**src/design/lfmc_pkg.sv**
```systemverilog
`timescale 1ns / 1ps
// ----------------------------------------------------------------------------
// Line follower mode controller package
// Shared widths, register map, mode codes, arithmetic constants and the
// command, status and configuration structures of the controller.
// ----------------------------------------------------------------------------
package lfmc_pkg;

  // Sensor front end.
  localparam int SAMPLE_BITS = 10;
  localparam int NUM_SENSORS = 8;

  // Field widths.
  localparam int THR_W   = 10;
  localparam int SPEED_W = 12;
  localparam int HOLD_W  = 4;
  localparam int MODE_W  = 3;
  localparam int SCALE_W = 11;
  localparam int WHEEL_W = 13;

  // Threshold compares run at the wider of the sample and threshold widths.
  localparam int CMP_W  = (SAMPLE_BITS > THR_W) ? SAMPLE_BITS : THR_W;
  // Sum of up to eight excess values.
  localparam int EXC_W  = CMP_W + 3;
  // Zone strength: count times one hundred plus the average of two samples.
  localparam int STR_W  = SAMPLE_BITS + 2;
  localparam int STRX_W = STR_W + 1;

  // Configuration port.
  localparam int PADDR_W   = 5;
  localparam int PDATA_W   = 32;
  localparam int REG_IDX_W = 3;

  localparam logic [REG_IDX_W-1:0] REG_LINE_THR   = 3'd0;
  localparam logic [REG_IDX_W-1:0] REG_NOISE_THR  = 3'd1;
  localparam logic [REG_IDX_W-1:0] REG_CRUISE_SPD = 3'd2;
  localparam logic [REG_IDX_W-1:0] REG_TOP_SPD    = 3'd3;
  localparam logic [REG_IDX_W-1:0] REG_JUNC_HOLD  = 3'd4;
  localparam logic [REG_IDX_W-1:0] REG_CROSS_HOLD = 3'd5;
  localparam logic [REG_IDX_W-1:0] REG_TURN_HOLD  = 3'd6;

  // Drive modes.
  localparam logic [MODE_W-1:0] MODE_STRAIGHT = 3'd0;
  localparam logic [MODE_W-1:0] MODE_RIGHT    = 3'd1;
  localparam logic [MODE_W-1:0] MODE_LEFT     = 3'd2;
  localparam logic [MODE_W-1:0] MODE_SEARCH   = 3'd3;
  localparam logic [MODE_W-1:0] MODE_TLEFT    = 3'd4;
  localparam logic [MODE_W-1:0] MODE_TRIGHT   = 3'd5;
  localparam logic [MODE_W-1:0] MODE_CROSS    = 3'd6;

  // Zone strength weighting and decision margins.
  localparam logic [STR_W-1:0]  ZONE_WEIGHT   = STR_W'(100);
  localparam logic [STRX_W-1:0] LR_MARGIN     = STRX_W'(50);
  localparam logic [STRX_W-1:0] CENTER_MARGIN = STRX_W'(20);

  // Speed scale: 819 + floor(excess * 64 / 125), saturating at 1536.
  // Excess values of 1403 and above saturate; below that the quotient is
  // taken by a reciprocal multiply, exact over the whole range.
  localparam int                 EXC_LIN_W          = 11;
  localparam logic [EXC_W-1:0]   EXC_CLAMP          = EXC_W'(1403);
  localparam int                 SCALE_RECIP_W      = 18;
  localparam logic [SCALE_RECIP_W-1:0] SCALE_RECIP  = 18'd134218;
  localparam int                 SCALE_RECIP_SHIFT  = 18;
  localparam int                 SCALE_PROD_W       = EXC_LIN_W + SCALE_RECIP_W;
  localparam logic [SCALE_W-1:0] SCALE_MIN          = 11'd819;
  localparam logic [SCALE_W-1:0] SCALE_MAX          = 11'd1536;

  // Wheel lanes: product, reduction shift, optional divide by five.
  localparam int                 PROD_W        = SPEED_W + SCALE_W;
  localparam int                 RED_W         = 16;
  localparam int                 COARSE_SHIFT  = 10;
  localparam int                 FINE_SHIFT    = 1;
  localparam int                 DIV5_RECIP_W  = 16;
  localparam logic [DIV5_RECIP_W-1:0] DIV5_RECIP = 16'd52429;
  localparam int                 DIV5_SHIFT    = 18;
  localparam int                 DIV5_PROD_W   = RED_W + DIV5_RECIP_W;
  localparam logic [SCALE_W-1:0] MUL_ONE       = 11'd1;
  localparam logic [SCALE_W-1:0] MUL_SEARCH    = 11'd7;
  localparam logic [SCALE_W-1:0] MUL_TURN      = 11'd18;

  // Configuration registers as seen by the datapath.
  typedef struct packed {
    logic [THR_W-1:0]   line_thr;
    logic [THR_W-1:0]   noise_thr;
    logic [SPEED_W-1:0] cruise_spd;
    logic [SPEED_W-1:0] top_spd;
    logic [HOLD_W-1:0]  junction_hold;
    logic [HOLD_W-1:0]  crossroad_hold;
    logic [HOLD_W-1:0]  turn_hold;
  } cfg_t;

  localparam cfg_t CFG_RESET = '{
    line_thr:       10'd300,
    noise_thr:      10'd200,
    cruise_spd:     12'd2048,
    top_spd:        12'd2560,
    junction_hold:  4'd5,
    crossroad_hold: 4'd10,
    turn_hold:      4'd3
  };

  // Stage strobes from the controller.
  typedef struct packed {
    logic load;
    logic zone_en;
    logic decide_en;
    logic mul_en;
    logic div_en;
    logic fin_en;
  } dp_cmd_t;

  // Datapath status towards the controller.
  typedef struct packed {
    logic out_full;
  } dp_status_t;

  // Operation for one wheel lane.
  typedef struct packed {
    logic [SPEED_W-1:0] a;
    logic [SCALE_W-1:0] c;
    logic               coarse;
    logic               div5;
    logic               neg;
    logic               zero;
  } wheel_op_t;

endpackage

```
**src/design/lfmc_regs.sv**
```systemverilog
`timescale 1ns / 1ps
// ----------------------------------------------------------------------------
// Line follower configuration registers
// APB-style register bank holding thresholds, speeds and hold counts.
// ----------------------------------------------------------------------------
module lfmc_regs import lfmc_pkg::*; (
  input  logic               clk_i,
  input  logic               rst_ni,
  input  logic               psel,
  input  logic               penable,
  input  logic               pwrite,
  input  logic [PADDR_W-1:0] paddr,
  input  logic [PDATA_W-1:0] pwdata,
  output logic [PDATA_W-1:0] prdata,
  output logic               pready,
  output cfg_t               cfg_o
);

  cfg_t                 cfg_q, cfg_d;
  logic                 wr_en;
  logic [REG_IDX_W-1:0] reg_idx;

  assign pready  = 1'b1;
  assign wr_en   = psel && penable && pwrite;
  assign reg_idx = paddr[PADDR_W-1:2];

  // Write decode; an address beyond the register list is ignored.
  always_comb begin
    cfg_d = cfg_q;
    if (wr_en) begin
      case (reg_idx)
        REG_LINE_THR:   cfg_d.line_thr       = pwdata[THR_W-1:0];
        REG_NOISE_THR:  cfg_d.noise_thr      = pwdata[THR_W-1:0];
        REG_CRUISE_SPD: cfg_d.cruise_spd     = pwdata[SPEED_W-1:0];
        REG_TOP_SPD:    cfg_d.top_spd        = pwdata[SPEED_W-1:0];
        REG_JUNC_HOLD:  cfg_d.junction_hold  = pwdata[HOLD_W-1:0];
        REG_CROSS_HOLD: cfg_d.crossroad_hold = pwdata[HOLD_W-1:0];
        REG_TURN_HOLD:  cfg_d.turn_hold      = pwdata[HOLD_W-1:0];
        default:        cfg_d = cfg_q;
      endcase
    end
  end

  always_ff @(posedge clk_i or negedge rst_ni) begin
    if (!rst_ni) begin
      cfg_q <= CFG_RESET;
    end else begin
      cfg_q <= cfg_d;
    end
  end

  // Read-back multiplexer.
  always_comb begin
    case (reg_idx)
      REG_LINE_THR:   prdata = PDATA_W'(cfg_q.line_thr);
      REG_NOISE_THR:  prdata = PDATA_W'(cfg_q.noise_thr);
      REG_CRUISE_SPD: prdata = PDATA_W'(cfg_q.cruise_spd);
      REG_TOP_SPD:    prdata = PDATA_W'(cfg_q.top_spd);
      REG_JUNC_HOLD:  prdata = PDATA_W'(cfg_q.junction_hold);
      REG_CROSS_HOLD: prdata = PDATA_W'(cfg_q.crossroad_hold);
      REG_TURN_HOLD:  prdata = PDATA_W'(cfg_q.turn_hold);
      default:        prdata = '0;
    endcase
  end

  assign cfg_o = cfg_q;

endmodule

```
**src/design/lfmc_wheel.sv**
```systemverilog
`timescale 1ns / 1ps
// ----------------------------------------------------------------------------
// Line follower wheel lane
// Two-stage arithmetic for one wheel: the product, then a shift and an
// optional divide by five by reciprocal multiply, then clamp and sign.
// ----------------------------------------------------------------------------
module lfmc_wheel import lfmc_pkg::*; (
  input  logic                      clk_i,
  input  logic                      mul_en_i,
  input  logic                      div_en_i,
  input  wheel_op_t                 op_i,
  input  logic [SPEED_W-1:0]        top_spd_i,
  output logic signed [WHEEL_W-1:0] wheel_o
);

  logic [PROD_W-1:0]      prod_q, prod_d;
  logic [RED_W-1:0]       red;
  logic [DIV5_PROD_W-1:0] div_prod;
  logic [RED_W-1:0]       quot_q, quot_d;
  logic [SPEED_W-1:0]     mag;
  logic [WHEEL_W-1:0]     mag_ext;

  // First stage: speed operand times scale or small constant.
  assign prod_d = PROD_W'(op_i.a) * PROD_W'(op_i.c);

  always_ff @(posedge clk_i) begin
    if (mul_en_i) begin
      prod_q <= prod_d;
    end
  end

  // Second stage: drop ten fraction bits or halve, then divide by five.
  // The halved case only ever carries small constants, so the product
  // fits the reduced width.
  assign red      = op_i.coarse ? RED_W'(prod_q >> COARSE_SHIFT)
                                : RED_W'(prod_q >> FINE_SHIFT);
  assign div_prod = DIV5_PROD_W'(red) * DIV5_PROD_W'(DIV5_RECIP);
  assign quot_d   = op_i.div5 ? RED_W'(div_prod >> DIV5_SHIFT) : red;

  always_ff @(posedge clk_i) begin
    if (div_en_i) begin
      quot_q <= quot_d;
    end
  end

  // Clamp to the maximum speed; the search mode negates the clamped value.
  assign mag     = (quot_q > RED_W'(top_spd_i)) ? top_spd_i : quot_q[SPEED_W-1:0];
  assign mag_ext = {1'b0, mag};

  always_comb begin
    if (op_i.zero) begin
      wheel_o = '0;
    end else if (op_i.neg) begin
      wheel_o = -$signed(mag_ext);
    end else begin
      wheel_o = $signed(mag_ext);
    end
  end

endmodule

```
**src/design/lfmc_datapath.sv**
```systemverilog
`timescale 1ns / 1ps
// ----------------------------------------------------------------------------
// Line follower datapath
// Sample register, zone analysis, mode and timer state, speed scale and the
// two wheel lanes, with the result register.
// ----------------------------------------------------------------------------
module lfmc_datapath import lfmc_pkg::*; (
  input  logic                      clk_i,
  input  logic                      rst_ni,
  input  dp_cmd_t                   cmd_i,
  output dp_status_t                status_o,
  input  cfg_t                      cfg_i,
  input  logic [SAMPLE_BITS-1:0]    sample_i [NUM_SENSORS],
  input  logic                      out_ready_i,
  output logic                      out_valid_o,
  output logic signed [WHEEL_W-1:0] left_wheel_o,
  output logic signed [WHEEL_W-1:0] right_wheel_o,
  output logic [MODE_W-1:0]         drive_mode_o,
  output logic [SCALE_W-1:0]        speed_scale_o
);

  // Sample register.
  logic [SAMPLE_BITS-1:0] samp_q [NUM_SENSORS];

  always_ff @(posedge clk_i) begin
    if (cmd_i.load) begin
      samp_q <= sample_i;
    end
  end

  // Zone analysis.
  logic [CMP_W-1:0]       samp_ext [NUM_SENSORS];
  logic [CMP_W-1:0]       lt_ext, nt_ext;
  logic [NUM_SENSORS-1:0] on_line, below_line, hit;
  logic [EXC_W-1:0]       exc_d, exc_q;
  logic [1:0]             cnt_r, cnt_l;
  logic [2:0]             cnt_c;
  logic [SAMPLE_BITS:0]   pair_r, pair_c, pair_l;
  logic [STR_W-1:0]       ls_d, rs_d, cs_d, ls_q, rs_q, cs_q;
  logic                   tl_d, tr_d, cr_d, tl_q, tr_q, cr_q;

  assign lt_ext = CMP_W'(cfg_i.line_thr);
  assign nt_ext = CMP_W'(cfg_i.noise_thr);

  always_comb begin
    exc_d = '0;
    for (int i = 0; i < NUM_SENSORS; i++) begin
      samp_ext[i]   = CMP_W'(samp_q[i]);
      on_line[i]    = samp_ext[i] > lt_ext;
      below_line[i] = samp_ext[i] < lt_ext;
      hit[i]        = on_line[i] && (samp_ext[i] > nt_ext);
      if (hit[i]) begin
        exc_d = exc_d + EXC_W'(samp_ext[i] - lt_ext);
      end
    end
  end

  assign cnt_r = 2'(hit[0]) + 2'(hit[1]);
  assign cnt_l = 2'(hit[6]) + 2'(hit[7]);
  assign cnt_c = 3'(hit[2]) + 3'(hit[3]) + 3'(hit[4]) + 3'(hit[5]);

  // Junction patterns.
  assign tl_d = (cnt_c >= 3'd2) && (cnt_l == 2'd2) && (cnt_r == 2'd0) &&
                below_line[5] && on_line[6] && on_line[7];
  assign tr_d = (cnt_c >= 3'd2) && (cnt_r == 2'd2) && (cnt_l == 2'd0) &&
                on_line[0] && on_line[1] && on_line[2] &&
                below_line[5] && below_line[6] && below_line[7];
  assign cr_d = (cnt_c == 3'd4) && (cnt_l == 2'd2) && (cnt_r == 2'd2);

  // Zone strengths.
  assign pair_r = {1'b0, samp_q[0]} + {1'b0, samp_q[1]};
  assign pair_c = {1'b0, samp_q[3]} + {1'b0, samp_q[4]};
  assign pair_l = {1'b0, samp_q[6]} + {1'b0, samp_q[7]};
  assign rs_d   = STR_W'(cnt_r) * ZONE_WEIGHT + STR_W'(pair_r[SAMPLE_BITS:1]);
  assign cs_d   = STR_W'(cnt_c) * ZONE_WEIGHT + STR_W'(pair_c[SAMPLE_BITS:1]);
  assign ls_d   = STR_W'(cnt_l) * ZONE_WEIGHT + STR_W'(pair_l[SAMPLE_BITS:1]);

  always_ff @(posedge clk_i) begin
    if (cmd_i.zone_en) begin
      exc_q <= exc_d;
      ls_q  <= ls_d;
      rs_q  <= rs_d;
      cs_q  <= cs_d;
      tl_q  <= tl_d;
      tr_q  <= tr_d;
      cr_q  <= cr_d;
    end
  end

  // Mode decision with junction and turn hold timers.
  logic [MODE_W-1:0] mode_q, mode_d;
  logic [HOLD_W-1:0] jt_q, jt_d, tt_q, tt_d;
  logic [STRX_W-1:0] ls_x, rs_x, cs_x;
  logic              left_pick, right_pick, straight_pick;

  assign ls_x = {1'b0, ls_q};
  assign rs_x = {1'b0, rs_q};
  assign cs_x = {1'b0, cs_q};

  assign left_pick     = (ls_x > rs_x + LR_MARGIN) && (ls_x > cs_x + CENTER_MARGIN);
  assign right_pick    = (rs_x > ls_x + LR_MARGIN) && (rs_x > cs_x + CENTER_MARGIN);
  assign straight_pick = (cs_q > ls_q) && (cs_q > rs_q);

  always_comb begin
    mode_d = mode_q;
    jt_d   = jt_q;
    tt_d   = tt_q;
    if (tl_q && (jt_q == '0)) begin
      mode_d = MODE_TLEFT;
      jt_d   = cfg_i.junction_hold;
    end else if (tr_q && (jt_q == '0)) begin
      mode_d = MODE_TRIGHT;
      jt_d   = cfg_i.junction_hold;
    end else if (cr_q && (jt_q == '0)) begin
      mode_d = MODE_CROSS;
      jt_d   = cfg_i.crossroad_hold;
    end else if (jt_q != '0) begin
      jt_d = jt_q - HOLD_W'(1);
    end else if (tt_q != '0) begin
      tt_d = tt_q - HOLD_W'(1);
    end else if (left_pick) begin
      mode_d = MODE_LEFT;
      tt_d   = cfg_i.turn_hold;
    end else if (right_pick) begin
      mode_d = MODE_RIGHT;
      tt_d   = cfg_i.turn_hold;
    end else if (straight_pick) begin
      mode_d = MODE_STRAIGHT;
    end else begin
      mode_d = MODE_SEARCH;
    end
  end

  always_ff @(posedge clk_i or negedge rst_ni) begin
    if (!rst_ni) begin
      mode_q <= MODE_SEARCH;
      jt_q   <= '0;
      tt_q   <= '0;
    end else if (cmd_i.decide_en) begin
      mode_q <= mode_d;
      jt_q   <= jt_d;
      tt_q   <= tt_d;
    end
  end

  // Speed scale from the line excess, saturating at its upper bound.
  logic [EXC_LIN_W-1:0]    exc_lin;
  logic [SCALE_PROD_W-1:0] scale_prod;
  logic [SCALE_W-1:0]      scale_q, scale_d;

  assign exc_lin    = EXC_LIN_W'(exc_q);
  assign scale_prod = SCALE_PROD_W'(exc_lin) * SCALE_PROD_W'(SCALE_RECIP);
  assign scale_d    = (exc_q >= EXC_CLAMP) ? SCALE_MAX
                    : SCALE_MIN + SCALE_W'(scale_prod >> SCALE_RECIP_SHIFT);

  always_ff @(posedge clk_i) begin
    if (cmd_i.decide_en) begin
      scale_q <= scale_d;
    end
  end

  // Per-mode lane operations.
  wheel_op_t lop, rop;

  always_comb begin
    lop.a      = cfg_i.cruise_spd;
    lop.c      = scale_q;
    lop.coarse = 1'b1;
    lop.div5   = 1'b0;
    lop.neg    = 1'b0;
    lop.zero   = 1'b0;
    rop        = lop;
    case (mode_q)
      MODE_STRAIGHT: begin
        rop = lop;
      end
      MODE_RIGHT: begin
        lop.a    = cfg_i.top_spd;
        rop.div5 = 1'b1;
      end
      MODE_LEFT: begin
        lop.div5 = 1'b1;
        rop.a    = cfg_i.top_spd;
      end
      MODE_TLEFT: begin
        lop.c      = MUL_ONE;
        lop.coarse = 1'b0;
        lop.div5   = 1'b1;
        rop.c      = MUL_TURN;
        rop.coarse = 1'b0;
        rop.div5   = 1'b1;
      end
      MODE_TRIGHT: begin
        lop.c      = MUL_TURN;
        lop.coarse = 1'b0;
        lop.div5   = 1'b1;
        rop.c      = MUL_ONE;
        rop.coarse = 1'b0;
        rop.div5   = 1'b1;
      end
      MODE_CROSS: begin
        lop.zero = 1'b1;
        rop.zero = 1'b1;
      end
      default: begin
        // Search: spin in place at seven tenths of the base speed.
        lop.c      = MUL_SEARCH;
        lop.coarse = 1'b0;
        lop.div5   = 1'b1;
        rop.c      = MUL_SEARCH;
        rop.coarse = 1'b0;
        rop.div5   = 1'b1;
        rop.neg    = 1'b1;
      end
    endcase
  end

  // Wheel lanes.
  logic signed [WHEEL_W-1:0] wheel_l, wheel_r;

  lfmc_wheel u_wheel_left (
    .clk_i     (clk_i),
    .mul_en_i  (cmd_i.mul_en),
    .div_en_i  (cmd_i.div_en),
    .op_i      (lop),
    .top_spd_i (cfg_i.top_spd),
    .wheel_o   (wheel_l)
  );

  lfmc_wheel u_wheel_right (
    .clk_i     (clk_i),
    .mul_en_i  (cmd_i.mul_en),
    .div_en_i  (cmd_i.div_en),
    .op_i      (rop),
    .top_spd_i (cfg_i.top_spd),
    .wheel_o   (wheel_r)
  );

  // Result register.
  logic                      out_valid_q, out_valid_d;
  logic signed [WHEEL_W-1:0] left_q, right_q;
  logic [MODE_W-1:0]         dmode_q;
  logic [SCALE_W-1:0]        oscale_q;

  always_comb begin
    if (cmd_i.fin_en) begin
      out_valid_d = 1'b1;
    end else if (out_ready_i) begin
      out_valid_d = 1'b0;
    end else begin
      out_valid_d = out_valid_q;
    end
  end

  always_ff @(posedge clk_i or negedge rst_ni) begin
    if (!rst_ni) begin
      out_valid_q <= 1'b0;
    end else begin
      out_valid_q <= out_valid_d;
    end
  end

  always_ff @(posedge clk_i) begin
    if (cmd_i.fin_en) begin
      left_q   <= wheel_l;
      right_q  <= wheel_r;
      dmode_q  <= mode_q;
      oscale_q <= scale_q;
    end
  end

  assign out_valid_o       = out_valid_q;
  assign left_wheel_o      = left_q;
  assign right_wheel_o     = right_q;
  assign drive_mode_o      = dmode_q;
  assign speed_scale_o     = oscale_q;
  assign status_o.out_full = out_valid_q;

  // A running junction timer belongs to a junction mode.
  a_junction_timer_mode: assert property (@(posedge clk_i) disable iff (!rst_ni)
    (jt_q != '0) |-> ((mode_q == MODE_TLEFT) || (mode_q == MODE_TRIGHT) ||
                      (mode_q == MODE_CROSS)))
    else $error("junction timer running outside a junction mode");

  // A running turn timer belongs to a turn or to a junction that overrode it.
  a_turn_timer_mode: assert property (@(posedge clk_i) disable iff (!rst_ni)
    (tt_q != '0) |-> ((mode_q == MODE_LEFT) || (mode_q == MODE_RIGHT) ||
                      (mode_q == MODE_TLEFT) || (mode_q == MODE_TRIGHT) ||
                      (mode_q == MODE_CROSS)))
    else $error("turn timer running in a mode that cannot hold it");

  // A delivered speed scale lies within its saturation limits.
  a_scale_range: assert property (@(posedge clk_i) disable iff (!rst_ni)
    out_valid_q |-> ((oscale_q >= SCALE_MIN) && (oscale_q <= SCALE_MAX)))
    else $error("speed scale outside its range");

endmodule

```
**src/design/lfmc_ctrl.sv**
```systemverilog
`timescale 1ns / 1ps
// ----------------------------------------------------------------------------
// Line follower controller
// Sequences one control tick through zone analysis, mode decision, the two
// lane stages and the result register.
// ----------------------------------------------------------------------------
module lfmc_ctrl import lfmc_pkg::*; (
  input  logic       clk_i,
  input  logic       rst_ni,
  input  logic       in_valid_i,
  output logic       in_ready_o,
  input  logic       out_ready_i,
  input  dp_status_t status_i,
  output dp_cmd_t    cmd_o
);

  localparam logic [2:0] ST_IDLE   = 3'd0;
  localparam logic [2:0] ST_ZONE   = 3'd1;
  localparam logic [2:0] ST_DECIDE = 3'd2;
  localparam logic [2:0] ST_MUL    = 3'd3;
  localparam logic [2:0] ST_DIV    = 3'd4;
  localparam logic [2:0] ST_FIN    = 3'd5;

  logic [2:0] state_q, state_d;

  assign in_ready_o = (state_q == ST_IDLE);

  // Next state and stage strobes.
  always_comb begin
    state_d = state_q;
    cmd_o   = '0;
    case (state_q)
      ST_IDLE: begin
        if (in_valid_i) begin
          cmd_o.load = 1'b1;
          state_d    = ST_ZONE;
        end
      end
      ST_ZONE: begin
        cmd_o.zone_en = 1'b1;
        state_d       = ST_DECIDE;
      end
      ST_DECIDE: begin
        cmd_o.decide_en = 1'b1;
        state_d         = ST_MUL;
      end
      ST_MUL: begin
        cmd_o.mul_en = 1'b1;
        state_d      = ST_DIV;
      end
      ST_DIV: begin
        cmd_o.div_en = 1'b1;
        state_d      = ST_FIN;
      end
      ST_FIN: begin
        // Wait here while the previous result is still held.
        if (!status_i.out_full || out_ready_i) begin
          cmd_o.fin_en = 1'b1;
          state_d      = ST_IDLE;
        end
      end
      default: begin
        state_d = ST_IDLE;
      end
    endcase
  end

  always_ff @(posedge clk_i or negedge rst_ni) begin
    if (!rst_ni) begin
      state_q <= ST_IDLE;
    end else begin
      state_q <= state_d;
    end
  end

  // Writing a result always frees the input side on the next cycle.
  a_fin_then_ready: assert property (@(posedge clk_i) disable iff (!rst_ni)
    cmd_o.fin_en |=> in_ready_o)
    else $error("input not ready after the result was written");

endmodule

```
**src/design/line_follower_mode_controller_core.sv**
```systemverilog
`timescale 1ns / 1ps
// ----------------------------------------------------------------------------
// Line follower mode controller
// Per control tick: zone counts over eight reflectance samples, junction and
// turn handling with hold timers, speed scaling and wheel speed commands.
// ----------------------------------------------------------------------------
//
// Channel   Direction  Handshake                 Payload
// input     in         in_valid_i / in_ready_o   sample_0_i .. sample_7_i
// result    out        out_valid_o / out_ready_i left/right_wheel_o, drive_mode_o,
//                                                speed_scale_o
// config    in         psel, penable, pwrite     paddr, pwdata, prdata
//
// A transaction on the input is worked through five stages (zone analysis,
// mode decision, lane multiply, lane divide, result write) in that order;
// the input is ready again only after the result write, so a new transaction
// is not taken before the last one is through.
// The result register lets the next transaction be accepted and processed
// while a result waits; the final stage holds until that result is taken.
// Reset is asynchronous and active low; it restores the register defaults,
// the search mode and cleared hold timers.
// ----------------------------------------------------------------------------
module line_follower_mode_controller_core import lfmc_pkg::*; (
  input  logic                      clk_i,
  input  logic                      rst_ni,
  input  logic                      psel,
  input  logic                      penable,
  input  logic                      pwrite,
  input  logic [PADDR_W-1:0]        paddr,
  input  logic [PDATA_W-1:0]        pwdata,
  output logic [PDATA_W-1:0]        prdata,
  output logic                      pready,
  input  logic                      in_valid_i,
  output logic                      in_ready_o,
  input  logic [SAMPLE_BITS-1:0]    sample_0_i,
  input  logic [SAMPLE_BITS-1:0]    sample_1_i,
  input  logic [SAMPLE_BITS-1:0]    sample_2_i,
  input  logic [SAMPLE_BITS-1:0]    sample_3_i,
  input  logic [SAMPLE_BITS-1:0]    sample_4_i,
  input  logic [SAMPLE_BITS-1:0]    sample_5_i,
  input  logic [SAMPLE_BITS-1:0]    sample_6_i,
  input  logic [SAMPLE_BITS-1:0]    sample_7_i,
  output logic                      out_valid_o,
  input  logic                      out_ready_i,
  output logic signed [WHEEL_W-1:0] left_wheel_o,
  output logic signed [WHEEL_W-1:0] right_wheel_o,
  output logic [MODE_W-1:0]         drive_mode_o,
  output logic [SCALE_W-1:0]        speed_scale_o
);

  cfg_t                   cfg;
  dp_cmd_t                cmd;
  dp_status_t             status;
  logic [SAMPLE_BITS-1:0] samples [NUM_SENSORS];

  // Gather the sensor ports, rightmost first.
  assign samples[0] = sample_0_i;
  assign samples[1] = sample_1_i;
  assign samples[2] = sample_2_i;
  assign samples[3] = sample_3_i;
  assign samples[4] = sample_4_i;
  assign samples[5] = sample_5_i;
  assign samples[6] = sample_6_i;
  assign samples[7] = sample_7_i;

  lfmc_regs u_regs (
    .clk_i   (clk_i),
    .rst_ni  (rst_ni),
    .psel    (psel),
    .penable (penable),
    .pwrite  (pwrite),
    .paddr   (paddr),
    .pwdata  (pwdata),
    .prdata  (prdata),
    .pready  (pready),
    .cfg_o   (cfg)
  );

  lfmc_ctrl u_ctrl (
    .clk_i       (clk_i),
    .rst_ni      (rst_ni),
    .in_valid_i  (in_valid_i),
    .in_ready_o  (in_ready_o),
    .out_ready_i (out_ready_i),
    .status_i    (status),
    .cmd_o       (cmd)
  );

  lfmc_datapath u_datapath (
    .clk_i         (clk_i),
    .rst_ni        (rst_ni),
    .cmd_i         (cmd),
    .status_o      (status),
    .cfg_i         (cfg),
    .sample_i      (samples),
    .out_ready_i   (out_ready_i),
    .out_valid_o   (out_valid_o),
    .left_wheel_o  (left_wheel_o),
    .right_wheel_o (right_wheel_o),
    .drive_mode_o  (drive_mode_o),
    .speed_scale_o (speed_scale_o)
  );

endmodule
```
**config.mk**
```make
export PLATFORM = sky130hd
export DESIGN_NAME = line_follower_mode_controller_core
export DESIGN_NICKNAME = d
export VERILOG_FILES = /design/src/design/lfmc_pkg.sv /design/src/design/lfmc_regs.sv /design/src/design/lfmc_wheel.sv /design/src/design/lfmc_datapath.sv /design/src/design/lfmc_ctrl.sv /design/src/design/line_follower_mode_controller_core.sv
export SDC_FILE = /design/constraint.sdc
export NUM_CORES = 2
export LEC_CHECK = 0
export BUFFER_PORTS_ARGS = -buffer_cell sky130_fd_sc_hd__buf_4
export CAP_MARGIN = 20
export CORE_MARGIN = 2
export CORE_UTILIZATION = 50
export DETAILED_ROUTE_END_ITERATION = 6
export PLACE_DENSITY = 0.67
export SYNTH_ARGS = -nofsm -noshare
export SYNTH_HDL_FRONTEND = slang
export SYNTH_SLANG_ARGS = --single-unit
export TNS_END_PERCENT = 50
```
**constraint.sdc**
```tcl
create_clock -name clk_i -period 12.3 [get_ports clk_i]
set_input_delay 0.615 -clock clk_i [delete_from_list [all_inputs] [get_ports clk_i]]
set_output_delay 0.615 -clock clk_i [all_outputs]
set_load 0.05 [all_outputs]
```
==> metrics.md <==
| Metric | Value |
|---|---|
| Final slew viol count | `0` |
| Synth Flop Type | `edfxtp_1` |
| CP bufs+invs | `5` |
| Status | `complete, no violations` |
| Drt first-iter violations | `about 2600` |
| Antenna violations before repair | `8` |
| Most frequent cells in the layout | `863 x ha_1, 745 x inv_1, 468 x nand2_1` |
| Crit-path max FO | `6` |
| CTS tree | `done` |
| Syn avg cell area | `roughly 9.3 um^2` |
| Final setup vio count | `0` |
| Detailed Route WL | `130 mm` |
| Maxcap violations | `0` |
| Layout cells sized above 1 | `0.0920` |
| Nature of the critical path startpoint | `flop` |
| I/O pin count | `199` |
| Top cell family by delay on the critical path | `simple AND/OR/NAND/NOR gates` |
| Starting density of the core | `0.502` |
| Most Frequent Cell on Critical Path | `ha_1` |
| Final cell count without fillers | `6581` |
| Async set-reset flop share out of synthesis | `0.218` |
| Global-route wire length before repair | `204 mm` |
| CTS Sinks | `326` |
| Clock Skew | `0.0418 ns` |
| Hold WC Path Type | `in -> reg` |
| Largest net degree at the start of global routing | `69` |
| Crit share post-route | `0.946` |
| Post-synthesis instance area | `0.0475 mm^2` |
| Syn Inst Count | `5107` |
| Cell total after placement | `roughly 6500` |
| Grt total ovfl | `0` |
| Sequential share of the synthesized area | `0.199` |
| Hold violation total from the final report | `0` |
| Clk Latency, worst-skew pair | `between 0.6 and 0.7 ns` |
| Slowest-stage cell, CP | `dfstp_2` |
| Clock Path Buffers | `3` |
| Residual DRC count | `0` |
| Vias in the first global route | `37020` |
| Worst-Margin Slew | `between 1 and 1.5 ns` |
| Crit Path Class | `reg -> reg` |
| Synth cell types | `around 110` |
| Tot GR Track Use | `0.268` |
| Setup crit end kind | `flop` |
| Chip width | `312 um` |
| Clock Pin Slew Worst Setup and Hold Paths | `0.07 ns` |
| Core Region | `0.0946 mm^2` |
| Die area | `0.0975 mm^2` |
| Post-DRT Antenna Nets | `0` |
| Achievable Freq | `0.0860 GHz` |
| Number of nets in the layout | `6658` |
| Root Driver | `clkbuf_16` |
| Hold WS | `0.164 ns` |
| Via count | `37412` |
| Num CTS Buffers | `41` |
| Area added between synthesis and finish | `9.39%` |
| Routability cong. | `just under 1` |
| CP peak stage delay | `0.53 ns` |
| Arrival @ worst endpoint | `11.99 ns` |
| Post-layout min period | `11.63 ns` |
| WL/cell | `approximately 20 um` |
| Most common cell after layout, fill and taps aside | `ha_1` |
| Buffers on Ports | `154` |
| Seq cells post-synth | `326` |
| Die H | `312 um` |
| Via/cell ratio | `5.68` |
| Worst EP required | `12.66 ns` |
| Htree depth | `2` |
| Yosys Warn Count | `0` |
| Row cnt | `113` |
| Post-synth EDFFs | `between 200 and 300` |
| Slew headroom | `0.262` |
| HPWL after DPL | `108 mm` |
| First-pass detailed-route iteration total | `5` |
flip-flops by register name, summed over array words and instances, names as in the netlist:
name and cells:
u_datapath.speed_scale_o 11, u_datapath.right_wheel_o 13, u_datapath.u_wheel_right.quot_q 16, u_datapath.mode_q 3, u_datapath.tl_q 1, u_datapath.samp_ext 80, u_datapath.cs_q 11, u_datapath.tt_q 4
u_datapath.left_wheel_o 12, u_datapath.tr_q 1, u_datapath.cr_q 1, u_datapath.rs_q 11, u_datapath.u_wheel_left.quot_q 16, u_regs.cfg_o 56, u_datapath.drive_mode_o 3, u_ctrl.state_q 3
u_datapath.u_wheel_right.prod_q 22, u_datapath.u_wheel_left.prod_q 22, u_datapath.ls_q 11, u_datapath.exc_q 13, u_datapath.scale_q 11, u_datapath.out_valid_o 1, u_datapath.jt_q 4
metal layers:
metal / GRT usage / part of all wire / vias to the layer above
met4: 0.0951 / 0.041 / 10
met3: 0.0386 / 0.060 / 251
met2: 0.455 / 0.48 / 1102
met1: 0.348 / 0.42 / 18131
li1: - / - / 17918
met5: 0 / 0.00051 / -
Yosys cell counts (all sizes together), types with 20 or more instances:
master / number / area, um^2
nor3: 94 / 475
inv: 750 / 2820
and2: 40 / 250
o31ai: 23 / 173
edfxtp: 255 / 7660
nand2b: 34 / 213
a21boi: 21 / 161
fa: 383 / 7670
a31oi: 23 / 144
o21bai: 31 / 233
ha: 869 / 10900
and3: 35 / 224
o211ai: 21 / 163
a211oi: 40 / 305
or3: 42 / 263
nand2: 468 / 1760
nand3: 69 / 345
mux2i: 54 / 553
a21o: 102 / 766
o21ai: 196 / 985
a21oi: 255 / 1290
or2: 20 / 125
nor2b: 59 / 377
nand4: 50 / 313
xor2: 85 / 744
o21a: 62 / 465
clkbuf: 75 / 282
xnor2: 187 / 1640
mux2: 73 / 826
buf: 36 / 228
nor2: 379 / 1430
dfrtp: 53 / 1330
cell type report:
type	instances	area (um^2)
Timing Repair Buffer	219	1650
Tap cell	1265	1580
Multi-Input combinational cell	3943	35100
Antenna cell	1	2.50
Sequential cell	326	9460
Clock inverter	24	224
Fill cell	8591	42600
Clock buffer	52	1160
Inverter	751	2820
kinds of logic (layout without fill, tap and decap cells):
| logic type | count (synthesis) | count (layout) | share of synthesized area |
|---|---|---|---|
| AO/OA/AOI/OAI | 918 | 918 | 0.128 |
| other | 2 | 27 | 0.000158 |
| adder cells (fa/ha/maj) | 1252 | 1252 | 0.390 |
| buffers and inverters | 862 | 1046 | 0.0700 |
| multiplexers | 135 | 135 | 0.0328 |
| XOR/XNOR | 273 | 273 | 0.0506 |
| flip-flops | 326 | 326 | 0.199 |
| AND/OR/NAND/NOR | 1339 | 1339 | 0.129 |
through the flow:
step           setup WS [ns]   util  cell area [um^2]  TNS, ns
3_5_place_dp           0.100  0.532             50300        0
3_3_place_gp           0.235  0.532             50300        0
4_1_cts               0.0756  0.546             51700        0
2_1_floorplan          0.906      -             47600        0
6_report               0.669  0.549             52000        0
5_1_grt              -0.0397  0.549             52000  -0.0397
what timing repair did:
| item | CTS | global route |
|---|---|---|
| buffers inserted | 0 | 8 |
| endpoints found under the setup margin | 0 | 2 |
| endpoints found under the hold margin | 6 | 0 |
| gates resized for setup | 0 | 42 |
| hold buffers | 1 | 0 |
worst register-to-register path, delay by kind of cell (launching register included):
kind | cells | cell delay (ns)
flops | 1 | 0.53
buf+inv | 5 | 0.39
fa+ha+maj | 9 | 2.66
compound gates | 16 | 2.44
xor+xnor | 7 | 1.34
mux | 2 | 0.45
simple gates | 19 | 3.57
worst paths after layout:
check | slack [ns] | cells after the start | to | startpoint
setup reg to reg | 0.67 | 58 | u_datapath.exc_q[12] | u_regs.cfg_o[39]
hold reg to reg | 0.52 | 1 | u_datapath.mode_q[0] | u_datapath.tl_q
max in group asynchronous | 10.76 | 3 | u_regs.cfg_o[38] | rst_ni
min in group asynchronous | 0.39 | 2 | u_regs.cfg_o[20] | rst_ni
hold / removal | 0.16 | 1 | u_datapath.samp_ext[32] | sample_4_i[2]
setup / recovery | 0.67 | 58 | u_datapath.exc_q[12] | u_regs.cfg_o[39]
Power is not shown: default switching activity piles up to over one toggle a cycle in this logic, so the estimate is an artifact.
